### src/hdl/ulaq_pkg.sv
// ----------------------------------------------------------------------------
// ulaq_pkg
// Shared sizes, character codes, and controller/datapath link types for the
// line-buffered receive queue.
// ----------------------------------------------------------------------------
package ulaq_pkg;

    // Line buffer size (one byte kept for the terminator) and ring depth
    localparam int LINE_MAX    = 64;
    localparam int QUEUE_DEPTH = 4;

    localparam int IDX_W  = $clog2(LINE_MAX);
    localparam int SLOT_W = (QUEUE_DEPTH > 1) ? $clog2(QUEUE_DEPTH) : 1;
    localparam int CNT_W  = $clog2(QUEUE_DEPTH + 1);

    typedef logic [7:0]        t_byte;
    typedef logic [IDX_W-1:0]  t_idx;
    typedef logic [SLOT_W-1:0] t_slot;
    typedef logic [CNT_W-1:0]  t_cnt;

    localparam t_byte CH_CR          = 8'h0D;
    localparam t_byte CH_LF          = 8'h0A;
    localparam t_byte MIN_READ_LIMIT = 8'd2;

    // Which result beat to load into the output register
    typedef enum logic [1:0] {
        OUT_NONE,
        OUT_REFUSE,
        OUT_MID,
        OUT_END
    } t_out_sel;

    // Controller to datapath
    typedef struct packed {
        logic     rx_store;
        logic     rx_ovf;
        logic     line_clear;
        logic     copy_start;
        logic     copy_step;
        logic     commit;
        logic     rd_start;
        logic     rd_fetch;
        logic     rd_advance;
        t_out_sel out_sel;
    } t_cmd;

    // Datapath to controller
    typedef struct packed {
        logic is_read;
        logic is_cr;
        logic is_lf;
        logic ovf;
        logic line_full;
        logic can_commit;
        logic read_ok;
        logic copy_last;
        logic byte_ok;
        logic pend_vld;
        logic out_free;
    } t_sts;

endpackage

### src/hdl/ulaq_if.sv
// ----------------------------------------------------------------------------
// ulaq_in_if / ulaq_out_if
// Valid/ready channels for request beats and result beats.
// ----------------------------------------------------------------------------
interface ulaq_in_if;
    logic                valid;
    logic                ready;
    logic                req_type;
    ulaq_pkg::t_byte     rx_byte;
    ulaq_pkg::t_byte     read_limit;

    modport source (output valid, output req_type, output rx_byte, output read_limit,
                    input ready);
    modport sink   (input valid, input req_type, input rx_byte, input read_limit,
                    output ready);
endinterface

interface ulaq_out_if;
    logic                valid;
    logic                ready;
    logic                has_line;
    logic                byte_valid;
    ulaq_pkg::t_byte     data_byte;
    logic                last;

    modport source (output valid, output has_line, output byte_valid, output data_byte,
                    output last, input ready);
    modport sink   (input valid, input has_line, input byte_valid, input data_byte,
                    input last, output ready);
endinterface

### src/hdl/ulaq_ctrl.sv
// ----------------------------------------------------------------------------
// ulaq_ctrl
// Sequencer: takes one request beat at a time, runs line commit copies and
// line read-outs by issuing commands to the datapath.
// ----------------------------------------------------------------------------
module ulaq_ctrl (
    input  logic              i_clk,
    input  logic              i_rst_n,
    input  logic              i_in_valid,
    output logic              o_in_ready,
    input  ulaq_pkg::t_sts    i_sts,
    output ulaq_pkg::t_cmd    o_cmd
);

    typedef enum logic [5:0] {
        S_IDLE   = 6'b000001,
        S_COPY   = 6'b000010,
        S_CDRAIN = 6'b000100,
        S_REFUSE = 6'b001000,
        S_RFETCH = 6'b010000,
        S_RCHECK = 6'b100000
    } t_state;

    t_state r_state;
    t_state n_state;

    // Next state and commands
    always_comb begin
        n_state    = r_state;
        o_cmd      = '0;
        o_cmd.out_sel = ulaq_pkg::OUT_NONE;
        o_in_ready = 1'b0;
        unique case (r_state)
            S_IDLE: begin
                o_in_ready = 1'b1;
                if (i_in_valid) begin
                    if (i_sts.is_read) begin
                        if (i_sts.read_ok) begin
                            o_cmd.rd_start = 1'b1;
                            n_state        = S_RFETCH;
                        end else begin
                            n_state = S_REFUSE;
                        end
                    end else if (i_sts.is_cr) begin
                        n_state = S_IDLE;
                    end else if (i_sts.is_lf) begin
                        if (i_sts.can_commit) begin
                            o_cmd.copy_start = 1'b1;
                            n_state          = S_COPY;
                        end else begin
                            o_cmd.line_clear = 1'b1;
                        end
                    end else if (!i_sts.ovf) begin
                        if (i_sts.line_full) begin
                            o_cmd.rx_ovf = 1'b1;
                        end else begin
                            o_cmd.rx_store = 1'b1;
                        end
                    end
                end
            end
            S_COPY: begin
                o_cmd.copy_step = 1'b1;
                if (i_sts.copy_last) begin
                    n_state = S_CDRAIN;
                end
            end
            S_CDRAIN: begin
                o_cmd.commit = 1'b1;
                n_state      = S_IDLE;
            end
            S_REFUSE: begin
                if (i_sts.out_free) begin
                    o_cmd.out_sel = ulaq_pkg::OUT_REFUSE;
                    n_state       = S_IDLE;
                end
            end
            S_RFETCH: begin
                o_cmd.rd_fetch = 1'b1;
                n_state        = S_RCHECK;
            end
            S_RCHECK: begin
                if (i_sts.byte_ok) begin
                    if (!i_sts.pend_vld) begin
                        o_cmd.rd_advance = 1'b1;
                        n_state          = S_RFETCH;
                    end else if (i_sts.out_free) begin
                        o_cmd.out_sel    = ulaq_pkg::OUT_MID;
                        o_cmd.rd_advance = 1'b1;
                        n_state          = S_RFETCH;
                    end
                end else if (i_sts.out_free) begin
                    o_cmd.out_sel = ulaq_pkg::OUT_END;
                    n_state       = S_IDLE;
                end
            end
            default: begin
                n_state = S_IDLE;
            end
        endcase
    end

    // State register
    always_ff @(posedge i_clk) begin
        if (!i_rst_n) begin
            r_state <= S_IDLE;
        end else begin
            r_state <= n_state;
        end
    end

endmodule

### src/hdl/ulaq_dp.sv
// ----------------------------------------------------------------------------
// ulaq_dp
// Datapath: line assembly buffer, slot memory, ring pointers, read-out
// lookahead and the output register.
// ----------------------------------------------------------------------------
module ulaq_dp (
    input  logic              i_clk,
    input  logic              i_rst_n,
    input  logic              i_req_type,
    input  ulaq_pkg::t_byte   i_rx_byte,
    input  ulaq_pkg::t_byte   i_read_limit,
    input  ulaq_pkg::t_cmd    i_cmd,
    output ulaq_pkg::t_sts    o_sts,
    output logic              o_out_valid,
    input  logic              i_out_ready,
    output logic              o_has_line,
    output logic              o_byte_valid,
    output ulaq_pkg::t_byte   o_data_byte,
    output logic              o_last
);

    localparam int ADDR_W = ulaq_pkg::SLOT_W + ulaq_pkg::IDX_W;

    // Storage
    ulaq_pkg::t_byte cur_mem  [ulaq_pkg::LINE_MAX];
    ulaq_pkg::t_byte slot_mem [2**ADDR_W];
    ulaq_pkg::t_idx  r_slen   [ulaq_pkg::QUEUE_DEPTH];
    ulaq_pkg::t_byte r_cur_q;
    ulaq_pkg::t_byte r_slot_q;

    // Control state
    ulaq_pkg::t_idx  r_cur_len, n_cur_len;
    logic            r_ovf, n_ovf;
    ulaq_pkg::t_slot r_wslot, n_wslot;
    ulaq_pkg::t_slot r_rslot, n_rslot;
    ulaq_pkg::t_cnt  r_held, n_held;
    ulaq_pkg::t_idx  r_cidx, n_cidx;
    logic            r_cp_vld, n_cp_vld;
    ulaq_pkg::t_idx  r_cp_idx;
    ulaq_pkg::t_slot r_rbase, n_rbase;
    ulaq_pkg::t_idx  r_idx, n_idx;
    ulaq_pkg::t_idx  r_nlim, n_nlim;
    logic            r_pend_vld, n_pend_vld;
    ulaq_pkg::t_byte r_pend;
    logic            r_out_vld, n_out_vld;
    logic            r_out_has;
    logic            r_out_bv;
    ulaq_pkg::t_byte r_out_byte;
    logic            r_out_last;

    ulaq_pkg::t_byte lim_m1;
    ulaq_pkg::t_idx  len_sel;
    ulaq_pkg::t_idx  nlim_calc;
    logic            out_free;

    function automatic ulaq_pkg::t_slot slot_next(input ulaq_pkg::t_slot s);
        logic [31:0] s_inc;
        s_inc = 32'(s) + 32'd1;
        return (s_inc >= 32'(ulaq_pkg::QUEUE_DEPTH)) ? '0 : ulaq_pkg::t_slot'(s_inc);
    endfunction

    // Clip the popped line length to the destination size
    assign lim_m1    = i_read_limit - 8'd1;
    assign len_sel   = r_slen[r_rslot];
    assign nlim_calc = (lim_m1 < 8'(len_sel)) ? ulaq_pkg::t_idx'(lim_m1) : len_sel;
    assign out_free  = !r_out_vld || i_out_ready;

    // Status toward the controller
    always_comb begin
        o_sts.is_read    = i_req_type;
        o_sts.is_cr      = (i_rx_byte == ulaq_pkg::CH_CR);
        o_sts.is_lf      = (i_rx_byte == ulaq_pkg::CH_LF);
        o_sts.ovf        = r_ovf;
        o_sts.line_full  = (r_cur_len == ulaq_pkg::t_idx'(ulaq_pkg::LINE_MAX - 1));
        o_sts.can_commit = (r_cur_len != '0) && !r_ovf
                           && (r_held < ulaq_pkg::t_cnt'(ulaq_pkg::QUEUE_DEPTH));
        o_sts.read_ok    = (i_read_limit >= ulaq_pkg::MIN_READ_LIMIT) && (r_held != '0);
        o_sts.copy_last  = (r_cidx == r_cur_len - 1'b1);
        o_sts.byte_ok    = (r_idx < r_nlim) && (r_slot_q != '0);
        o_sts.pend_vld   = r_pend_vld;
        o_sts.out_free   = out_free;
    end

    // Next values of the control state
    always_comb begin
        n_cur_len  = r_cur_len;
        n_ovf      = r_ovf;
        n_wslot    = r_wslot;
        n_rslot    = r_rslot;
        n_held     = r_held;
        n_cidx     = r_cidx;
        n_cp_vld   = i_cmd.copy_step;
        n_rbase    = r_rbase;
        n_idx      = r_idx;
        n_nlim     = r_nlim;
        n_pend_vld = r_pend_vld;
        n_out_vld  = r_out_vld;
        if (i_cmd.rx_store) begin
            n_cur_len = r_cur_len + 1'b1;
        end
        if (i_cmd.rx_ovf) begin
            n_ovf = 1'b1;
        end
        if (i_cmd.line_clear || i_cmd.commit) begin
            n_cur_len = '0;
            n_ovf     = 1'b0;
        end
        if (i_cmd.copy_start) begin
            n_cidx = '0;
        end
        if (i_cmd.copy_step) begin
            n_cidx = r_cidx + 1'b1;
        end
        if (i_cmd.commit) begin
            n_wslot = slot_next(r_wslot);
            n_held  = r_held + 1'b1;
        end
        // Pop the oldest line up front; its slot is held in r_rbase
        if (i_cmd.rd_start) begin
            n_rbase    = r_rslot;
            n_nlim     = nlim_calc;
            n_idx      = '0;
            n_pend_vld = 1'b0;
            n_rslot    = slot_next(r_rslot);
            n_held     = r_held - 1'b1;
        end
        if (i_cmd.rd_advance) begin
            n_idx      = r_idx + 1'b1;
            n_pend_vld = 1'b1;
        end
        if (i_cmd.out_sel != ulaq_pkg::OUT_NONE) begin
            n_out_vld = 1'b1;
        end else if (i_out_ready) begin
            n_out_vld = 1'b0;
        end
    end

    always_ff @(posedge i_clk) begin
        if (!i_rst_n) begin
            r_cur_len  <= '0;
            r_ovf      <= 1'b0;
            r_wslot    <= '0;
            r_rslot    <= '0;
            r_held     <= '0;
            r_cidx     <= '0;
            r_cp_vld   <= 1'b0;
            r_rbase    <= '0;
            r_idx      <= '0;
            r_nlim     <= '0;
            r_pend_vld <= 1'b0;
            r_out_vld  <= 1'b0;
        end else begin
            r_cur_len  <= n_cur_len;
            r_ovf      <= n_ovf;
            r_wslot    <= n_wslot;
            r_rslot    <= n_rslot;
            r_held     <= n_held;
            r_cidx     <= n_cidx;
            r_cp_vld   <= n_cp_vld;
            r_rbase    <= n_rbase;
            r_idx      <= n_idx;
            r_nlim     <= n_nlim;
            r_pend_vld <= n_pend_vld;
            r_out_vld  <= n_out_vld;
        end
    end

    // Line assembly buffer: append on store, read one byte a cycle on copy
    always_ff @(posedge i_clk) begin
        if (i_cmd.rx_store) begin
            cur_mem[r_cur_len] <= i_rx_byte;
        end
        if (i_cmd.copy_step) begin
            r_cur_q  <= cur_mem[r_cidx];
            r_cp_idx <= r_cidx;
        end
    end

    // Slot memory: copy writes land in the cycle after the buffer read
    always_ff @(posedge i_clk) begin
        if (r_cp_vld) begin
            slot_mem[{r_wslot, r_cp_idx}] <= r_cur_q;
        end
        if (i_cmd.rd_fetch) begin
            r_slot_q <= slot_mem[{r_rbase, r_idx}];
        end
    end

    // Slot lengths and read-out lookahead byte
    always_ff @(posedge i_clk) begin
        if (i_cmd.commit) begin
            r_slen[r_wslot] <= r_cur_len;
        end
        if (i_cmd.rd_advance) begin
            r_pend <= r_slot_q;
        end
    end

    // Output register payload
    always_ff @(posedge i_clk) begin
        case (i_cmd.out_sel)
            ulaq_pkg::OUT_REFUSE: begin
                r_out_has  <= 1'b0;
                r_out_bv   <= 1'b0;
                r_out_byte <= '0;
                r_out_last <= 1'b1;
            end
            ulaq_pkg::OUT_MID: begin
                r_out_has  <= 1'b1;
                r_out_bv   <= 1'b1;
                r_out_byte <= r_pend;
                r_out_last <= 1'b0;
            end
            ulaq_pkg::OUT_END: begin
                r_out_has  <= 1'b1;
                r_out_bv   <= r_pend_vld;
                r_out_byte <= r_pend_vld ? r_pend : '0;
                r_out_last <= 1'b1;
            end
            default: begin
                r_out_has <= r_out_has;
            end
        endcase
    end

    assign o_out_valid  = r_out_vld;
    assign o_has_line   = r_out_has;
    assign o_byte_valid = r_out_bv;
    assign o_data_byte  = r_out_byte;
    assign o_last       = r_out_last;

    // Checks
    a_held_range: assert property (@(posedge i_clk) disable iff (!i_rst_n)
        32'(r_held) <= ulaq_pkg::QUEUE_DEPTH)
        else $error("line count above ring depth");

    a_len_range: assert property (@(posedge i_clk) disable iff (!i_rst_n)
        32'(r_cur_len) <= ulaq_pkg::LINE_MAX - 1)
        else $error("assembled line longer than buffer");

    a_load_free: assert property (@(posedge i_clk) disable iff (!i_rst_n)
        (i_cmd.out_sel != ulaq_pkg::OUT_NONE) |-> out_free)
        else $error("result beat loaded over a waiting beat");

    a_commit_count: assert property (@(posedge i_clk) disable iff (!i_rst_n)
        i_cmd.commit |=> (32'(r_held) == 32'($past(r_held)) + 1))
        else $error("commit did not add one line");

endmodule

### src/hdl/uart_line_assembler_queue_core.sv
// ----------------------------------------------------------------------------
// uart_line_assembler_queue_core
// Line-buffered receive queue: gathers received bytes into lines and hands
// out whole lines on read requests.
// ----------------------------------------------------------------------------
// One request beat is taken at a time. A received byte other than line feed
// is handled in the idle state. A line feed that commits a line holds off
// the next beat while the line is copied byte by byte from the assembly
// buffer into the single-port slot memory; a line feed that drops the line
// is handled in the idle state. A read request pops the oldest line and
// emits one result beat per byte; each byte goes through a slot memory read,
// then a zero/limit check, and the read waits while the output register is full.
// A refused read (limit below 2 or empty ring) gives a single beat. Result
// beats leave through an output register, so the input is taken again while
// the final beat still waits. There is no clearing pass after reset.
module uart_line_assembler_queue_core (
    input  logic         i_clk,
    input  logic         i_rst_n,
    ulaq_in_if.sink      i_in,
    ulaq_out_if.source   o_out
);

    ulaq_pkg::t_cmd cmd;
    ulaq_pkg::t_sts sts;

    ulaq_ctrl u_ctrl (
        .i_clk      (i_clk),
        .i_rst_n    (i_rst_n),
        .i_in_valid (i_in.valid),
        .o_in_ready (i_in.ready),
        .i_sts      (sts),
        .o_cmd      (cmd)
    );

    ulaq_dp u_dp (
        .i_clk        (i_clk),
        .i_rst_n      (i_rst_n),
        .i_req_type   (i_in.req_type),
        .i_rx_byte    (i_in.rx_byte),
        .i_read_limit (i_in.read_limit),
        .i_cmd        (cmd),
        .o_sts        (sts),
        .o_out_valid  (o_out.valid),
        .i_out_ready  (o_out.ready),
        .o_has_line   (o_out.has_line),
        .o_byte_valid (o_out.byte_valid),
        .o_data_byte  (o_out.data_byte),
        .o_last       (o_out.last)
    );

endmodule
### src/flat_wrapper.sv
// flat-port wrapper written by rule: the top's interface ports become plain ports
module uart_line_assembler_queue_core_flat 
  (i_clk, i_rst_n, i_in_valid, i_in_req_type, i_in_rx_byte, i_in_read_limit, i_in_ready, o_out_valid, o_out_has_line, o_out_byte_valid, o_out_data_byte, o_out_last, o_out_ready);
  ulaq_in_if i_in_i ();
  ulaq_out_if o_out_i ();
  input  logic i_clk;
  input  logic i_rst_n;
  input wire logic [$bits(i_in_i.valid)-1:0] i_in_valid;
  input wire logic [$bits(i_in_i.req_type)-1:0] i_in_req_type;
  input wire logic [$bits(i_in_i.rx_byte)-1:0] i_in_rx_byte;
  input wire logic [$bits(i_in_i.read_limit)-1:0] i_in_read_limit;
  output wire logic [$bits(i_in_i.ready)-1:0] i_in_ready;
  output wire logic [$bits(o_out_i.valid)-1:0] o_out_valid;
  output wire logic [$bits(o_out_i.has_line)-1:0] o_out_has_line;
  output wire logic [$bits(o_out_i.byte_valid)-1:0] o_out_byte_valid;
  output wire logic [$bits(o_out_i.data_byte)-1:0] o_out_data_byte;
  output wire logic [$bits(o_out_i.last)-1:0] o_out_last;
  input wire logic [$bits(o_out_i.ready)-1:0] o_out_ready;
  assign i_in_i.valid = i_in_valid;
  assign i_in_i.req_type = i_in_req_type;
  assign i_in_i.rx_byte = i_in_rx_byte;
  assign i_in_i.read_limit = i_in_read_limit;
  assign i_in_ready = i_in_i.ready;
  assign o_out_valid = o_out_i.valid;
  assign o_out_has_line = o_out_i.has_line;
  assign o_out_byte_valid = o_out_i.byte_valid;
  assign o_out_data_byte = o_out_i.data_byte;
  assign o_out_last = o_out_i.last;
  assign o_out_i.ready = o_out_ready;
  uart_line_assembler_queue_core u_core (.i_clk(i_clk), .i_rst_n(i_rst_n), .i_in(i_in_i), .o_out(o_out_i));
endmodule
### config.mk
export PLATFORM = sky130hd
export DESIGN_NAME = uart_line_assembler_queue_core_flat
export DESIGN_NICKNAME = d
export VERILOG_FILES = /design/src/hdl/ulaq_pkg.sv /design/src/hdl/ulaq_if.sv /design/src/hdl/ulaq_ctrl.sv /design/src/hdl/ulaq_dp.sv /design/src/hdl/uart_line_assembler_queue_core.sv /design/src/flat_wrapper.sv
export SDC_FILE = /design/constraint.sdc
export NUM_CORES = 2
export LEC_CHECK = 0
export BUFFER_PORTS_ARGS = -buffer_cell sky130_fd_sc_hd__buf_4
export CAP_MARGIN = 20
export CORE_UTILIZATION = 25
export DETAILED_ROUTE_END_ITERATION = 7
export PLACE_DENSITY = 0.48
export SYNTH_ARGS = -nofsm -noshare
export SYNTH_HDL_FRONTEND = slang
export SYNTH_SLANG_ARGS = --single-unit
### constraint.sdc
create_clock -name i_clk -period 5.82 [get_ports i_clk]
set_input_delay 0 -clock i_clk [delete_from_list [all_inputs] [get_ports i_clk]]
set_output_delay 0 -clock i_clk [all_outputs]
set_load 0.01 [all_outputs]
Yosys cells after proc, flatten, opt, wreduce, memory -nomap -nowiden

Memory sizes are Yosys's and may differ from the RTL's. A register that Yosys moved wholly into a read port is not among the register bits.
Cells that the tools add are included.

Output and inout bits: 13
Register bits after elaboration: 68
Memories kept: 3
Memory bits (writable): 2584
Input port bits: 21

Memory list:

| name                 | words | width | read ports | clocked after memory_dff | wr ports | line          | RTL |
|---|---|---|---|---|---|---|---|
| u_core.u_dp.slot_mem | 256   | 8     | 1          | 1                        | 1        | ulaq_dp.sv:26 | `ulaq_pkg::t_byte slot_mem [2**ADDR_W];` |
| u_core.u_dp.cur_mem  | 64    | 8     | 1          | 1                        | 1        | ulaq_dp.sv:25 | `ulaq_pkg::t_byte cur_mem [ulaq_pkg::LINE_MAX];` |
| u_core.u_dp.r_slen   | 4     | 6     | 1          | 1                        | 1        | ulaq_dp.sv:27 | `ulaq_pkg::t_idx r_slen [ulaq_pkg::QUEUE_DEPTH];` |

Add/subtract/negate cells: 9
Muxes and demuxes: 66
Reduce and logical (&&, ||, !) cells: 23
Equal/unequal tests: 18
$lt $le $gt $ge: 6
Bitwise gates (word level): 1

Operators with widths:

| operator            | count |
|---|---|
| $mux 6              | 15 |
| $pmux 6 s5          | 1 |
| $mux 1              | 26 |
| $pmux 8 s3          | 1 |
| $mux 2              | 10 |
| $add 6x1->6 const B | 3 |
| $eq 8x4->1 const B  | 2 |
| $mux 4              | 4 |
| $reduce_bool 2->1   | 7 |
| $eq 6x6->1 const B  | 2 |
| $mux 3              | 3 |
| $ge 8x2->1 const B  | 1 |
| $lt 8x6->1          | 1 |
| $mux 8              | 1 |
| $ne 4x2->1 const B  | 2 |
| $reduce_bool 8->1   | 1 |
| $sub 8x1->8 const B | 1 |
| $add 2x1->3 const B | 2 |
| $eq 6x1->1 const B  | 1 |
| $eq 6x2->1 const B  | 1 |
| $eq 6x3->1 const B  | 1 |
| $eq 6x4->1 const B  | 1 |
| $eq 6x5->1 const B  | 1 |
| $eq 6x6->1          | 1 |
| 23 further kinds    | 34 |

Depth between registers and ports, before layout

Depth after elaboration: 11
Depth in mapped cells: 12
Depth with buffers taken out: 11

Hierarchy

A second synthesis with hierarchy kept.

Cells, all modules: 4964
Area, all modules: 103834.6 µm²

Modules (own cells, without submodules):

| module    | times used | area an instance (µm²) | cells each | sequential area each (µm²) |
|---|---|---|---|---|
| ulaq_dp   | 1          | 103355.4               | 4903       | 79606.3 |
| ulaq_ctrl | 1          | 479.2                  | 61         | 120.1 |

Least setup slack after synthesis

No wires, ideal clock.

Path kind: flip-flop to flip-flop
Start point: reg u_core.u_dp.r_cur_q[0], read port of u_core.u_dp.cur_mem
End point: mem u_core.u_dp.slot_mem[0][0] in the netlist's numbering (data pin)
Setup time: 817 ps
Arrival: 3228 ps
Clock period less this slack: 4046 ps
Slack: 1774 ps
Cell stages (with the launch flop): 1
Cells stage by stage: edfxtp_1

RTL lines:

| what        | line          | RTL |
|---|---|---|
| from (decl) | ulaq_dp.sv:28 | `ulaq_pkg::t_byte r_cur_q;` |
| to (decl)   | ulaq_dp.sv:26 |  |

Straight into the memory's write port.

==> metrics.yaml <==
status: "complete, no violations"
synth_area_leader_cell: "edfxtp_1"
powerDensity_mw_per_mm2: 323
synth_cell_types: 79
synth_nets: 5140
hpwl_um: 174000
grt_first_pass_wirelength_um: 404000
end_kind: "register"
drive_gt1_frac: 0.221
drt_wl_total_um: 284000
die_area_mm2: 0.419
maxSlewHeadroom: 0.212
num_vias: 51499
fin_skew_ns: 0.0898
placement.io_buffers: 33
grt_usage: 0.133
worst_pin_slew_ns: 1.18
cts_made_buffers: 294
drt_iter0_drc: 5251
synth_fa_ha_area_frac: 0.00271
yosys_warnings: 0
finalCritPeriodShare: 0.718
cts_resized: 0
synth_edf_count: 2625
synth_compound_area_frac: 0.0355
die_x_um: 648
ys_ff_latch: 2670
yosys.area_share.simple: 0.0318
fin_nets: 5331
maxCapViolCount: 0
cp_max_fo: 35
fin_util: 0.291
async_flop_share: 0
clock_path_buffers: 4
synth_top_family_by_area: "multiplexers"
fin_tns_setup_ns: 0
drc: 0
crit_type: "register to register"
core-area_mm2: 0.414
fillers: 40461
synth.most_common_cell: "edfxtp_1"
core.rowCount: 236
cts_tree: "built"
synth_common_cells: "edfxtp_1 (2625), mux4_2 (591), nor2_1 (388)"
grt_max_degree: 180
antenna_left: 0
ir_drop_mv: 0.223
synthTopCellsByArea: "edfxtp_1 (76%), mux4_2 (13%), mux2i_1 (1.7%), nor2_1 (1.4%), dfxtp_1 (0.86%)"
synth_top_cell_area_share: 0.756
hold_class: "input port to register"
critPathArrivalTime_ns: 4.76
start_util: 0.252
drv_slew: 0
synthCells: 5097
wire_per_inst_um: 25.8
fp.dieH_um: 648
syn_area_mm2: 0.104
area_growth_pct: 15.8
viasPerCell: 4.68
setup_viol: 0
period_needed_ns: 4.18
max_freq_ghz: 0.239
first_pass_iters: 7
root_buffer: "clkbuf_16"
synthMuxAreaShare: 0.147
io_pins: 34
synth_flop_cell: "edfxtp_1"
htree_levels: 5
clock_sink_count: 2670
synth_xor_area_frac: 0.00143
clkLatencyLatePin_ns: 0.90
hold_viol: 0
antenna_found_initial: 19
rsz0062_at_grt: "no"
grt-ovfl-total: 0
grt_pass1_vias: 52942
fin_cells: 10993
clkTransAtPathRegs_ns: 0.06
ys_seq_area_frac: 0.765
leakagePower_nw: 35.0
gp_congestion: 0.795
worstSetupStartpointType: "register"
avgSynthCellArea_um2: 20.4
required_ns: 6.40
dp_cells: 10427
[routing by layer]
layer / wire length [µm] / GRT usage / vias up
met5: 0 / 0 / -
met4: 7190 / 0.0355 / 0
met3: 15400 / 0.0180 / 405
li1: - / - / 21587
met1: 125000 / 0.186 / 27877
met2: 136000 / 0.217 / 1630
[registers in the layout, summed over array words and instances, names as in the netlist, 2 cells and up, named ones only]
register	cells
u_core.u_dp.r_slot_q	8
u_core.u_dp.r_nlim	6
u_core.u_dp.r_cur_q	8
u_core.u_dp.r_cidx	6
u_core.u_dp.o_data_byte	8
u_core.u_dp.slot_mem	2048
u_core.u_dp.r_rslot	2
u_core.u_dp.r_pend	8
u_core.u_dp.r_cur_len	6
u_core.u_dp.cur_mem	512
u_core.u_dp.r_slen	24
u_core.u_ctrl.r_state	6
u_core.u_dp.r_wslot	2
u_core.u_dp.r_cp_idx	6
u_core.u_dp.r_rbase	2
u_core.u_dp.r_idx	6
u_core.u_dp.r_held	3
[per-stage QoR]
stage | hold slack (ns) | setup WS, ns | power (mW) | area [µm²]
detailed placement | 0.301 | 1.51 | 21.5 | 111000
CTS | 0.00174 | 1.56 | 39.4 | 121000
global route | 0.0181 | 1.51 | 40.1 | 121000
floorplan | 0.0989 | 1.77 | 21.4 | 104000
global placement | 0.302 | 1.25 | 21.5 | 111000
finish | 0.0304 | 1.64 | 39.0 | 121000
[worst paths after layout]
path                                from                    endpoint  slack (ns)  depth (start not counted)
setup / recovery    u_core.u_dp.r_idx[0]     u_core.u_dp.r_slot_q[0]        1.64                          8
hold / removal           i_in_rx_byte[5]  u_core.u_dp.cur_mem[37][5]        0.03                          2
setup reg to reg    u_core.u_dp.r_idx[0]     u_core.u_dp.r_slot_q[0]        1.64                          8
hold reg to reg   u_core.u_dp.r_rbase[0]      u_core.u_dp.r_rbase[0]        0.48                          2
[repair_timing]
| item | CTS | global route |
|---|---|---|
| buffers inserted | 0 | 0 |
| hold endpoints to repair | 568 | 0 |
| hold buffers | 34 | 0 |
[worst max-delay path: stages (launching register included)]
cell and delay [ns]:
dfxtp_4 1.02, buf_12 0.36, buf_4 0.36, buf_4 0.28, mux4_2 0.57, nand2_1 0.12
a311oi_1 0.15, nor4_1 0.90, nor3_1 0.08
[cells by family after synthesis]
family          Yosys count
mux                     786
simple gates            741
buf+inv                 337
flops                  2670
xor+xnor                 17
fa+ha+maj                22
compound gates          524
[layout by cell type, fill, tap and decap left out, types with 39 or more instances in the layout]
master	n
nand2_1	122
a22oi_1	113
nand3_1	43
a21oi_1	117
o22ai_1	39
nor2_1	386
mux4_2	591
clkinv_2	48
clkinv_1	62
clkbuf_1	67
o221ai_1	43
edfxtp_1	2625
clkbuf_16	299
mux2i_1	180
buf_4	133
[report_power, final]
group          leakage (nW)  total [mW]  switching (mW)  internal (mW)
registers              24.0        20.9         0.00745           20.9
clock network          4.46        17.9            7.74           10.1
logic                  6.60       0.233           0.157         0.0762
total                  35.0        39.0            7.90           31.1
[final cells by class]
type	count	area [µm²]	share of cell area
sequential	2670	79800	0.661
clock inverter	158	1450	0.0120
multi-input combinational	2090	22800	0.189
clock buffer	366	7730	0.0641
inverter	32	120	0.000996
antenna	3	7.51	0.0000622
tap	5474	6850	0.0568
timing repair buffer	200	1920	0.0160
(Power assumes the default switching activity.)
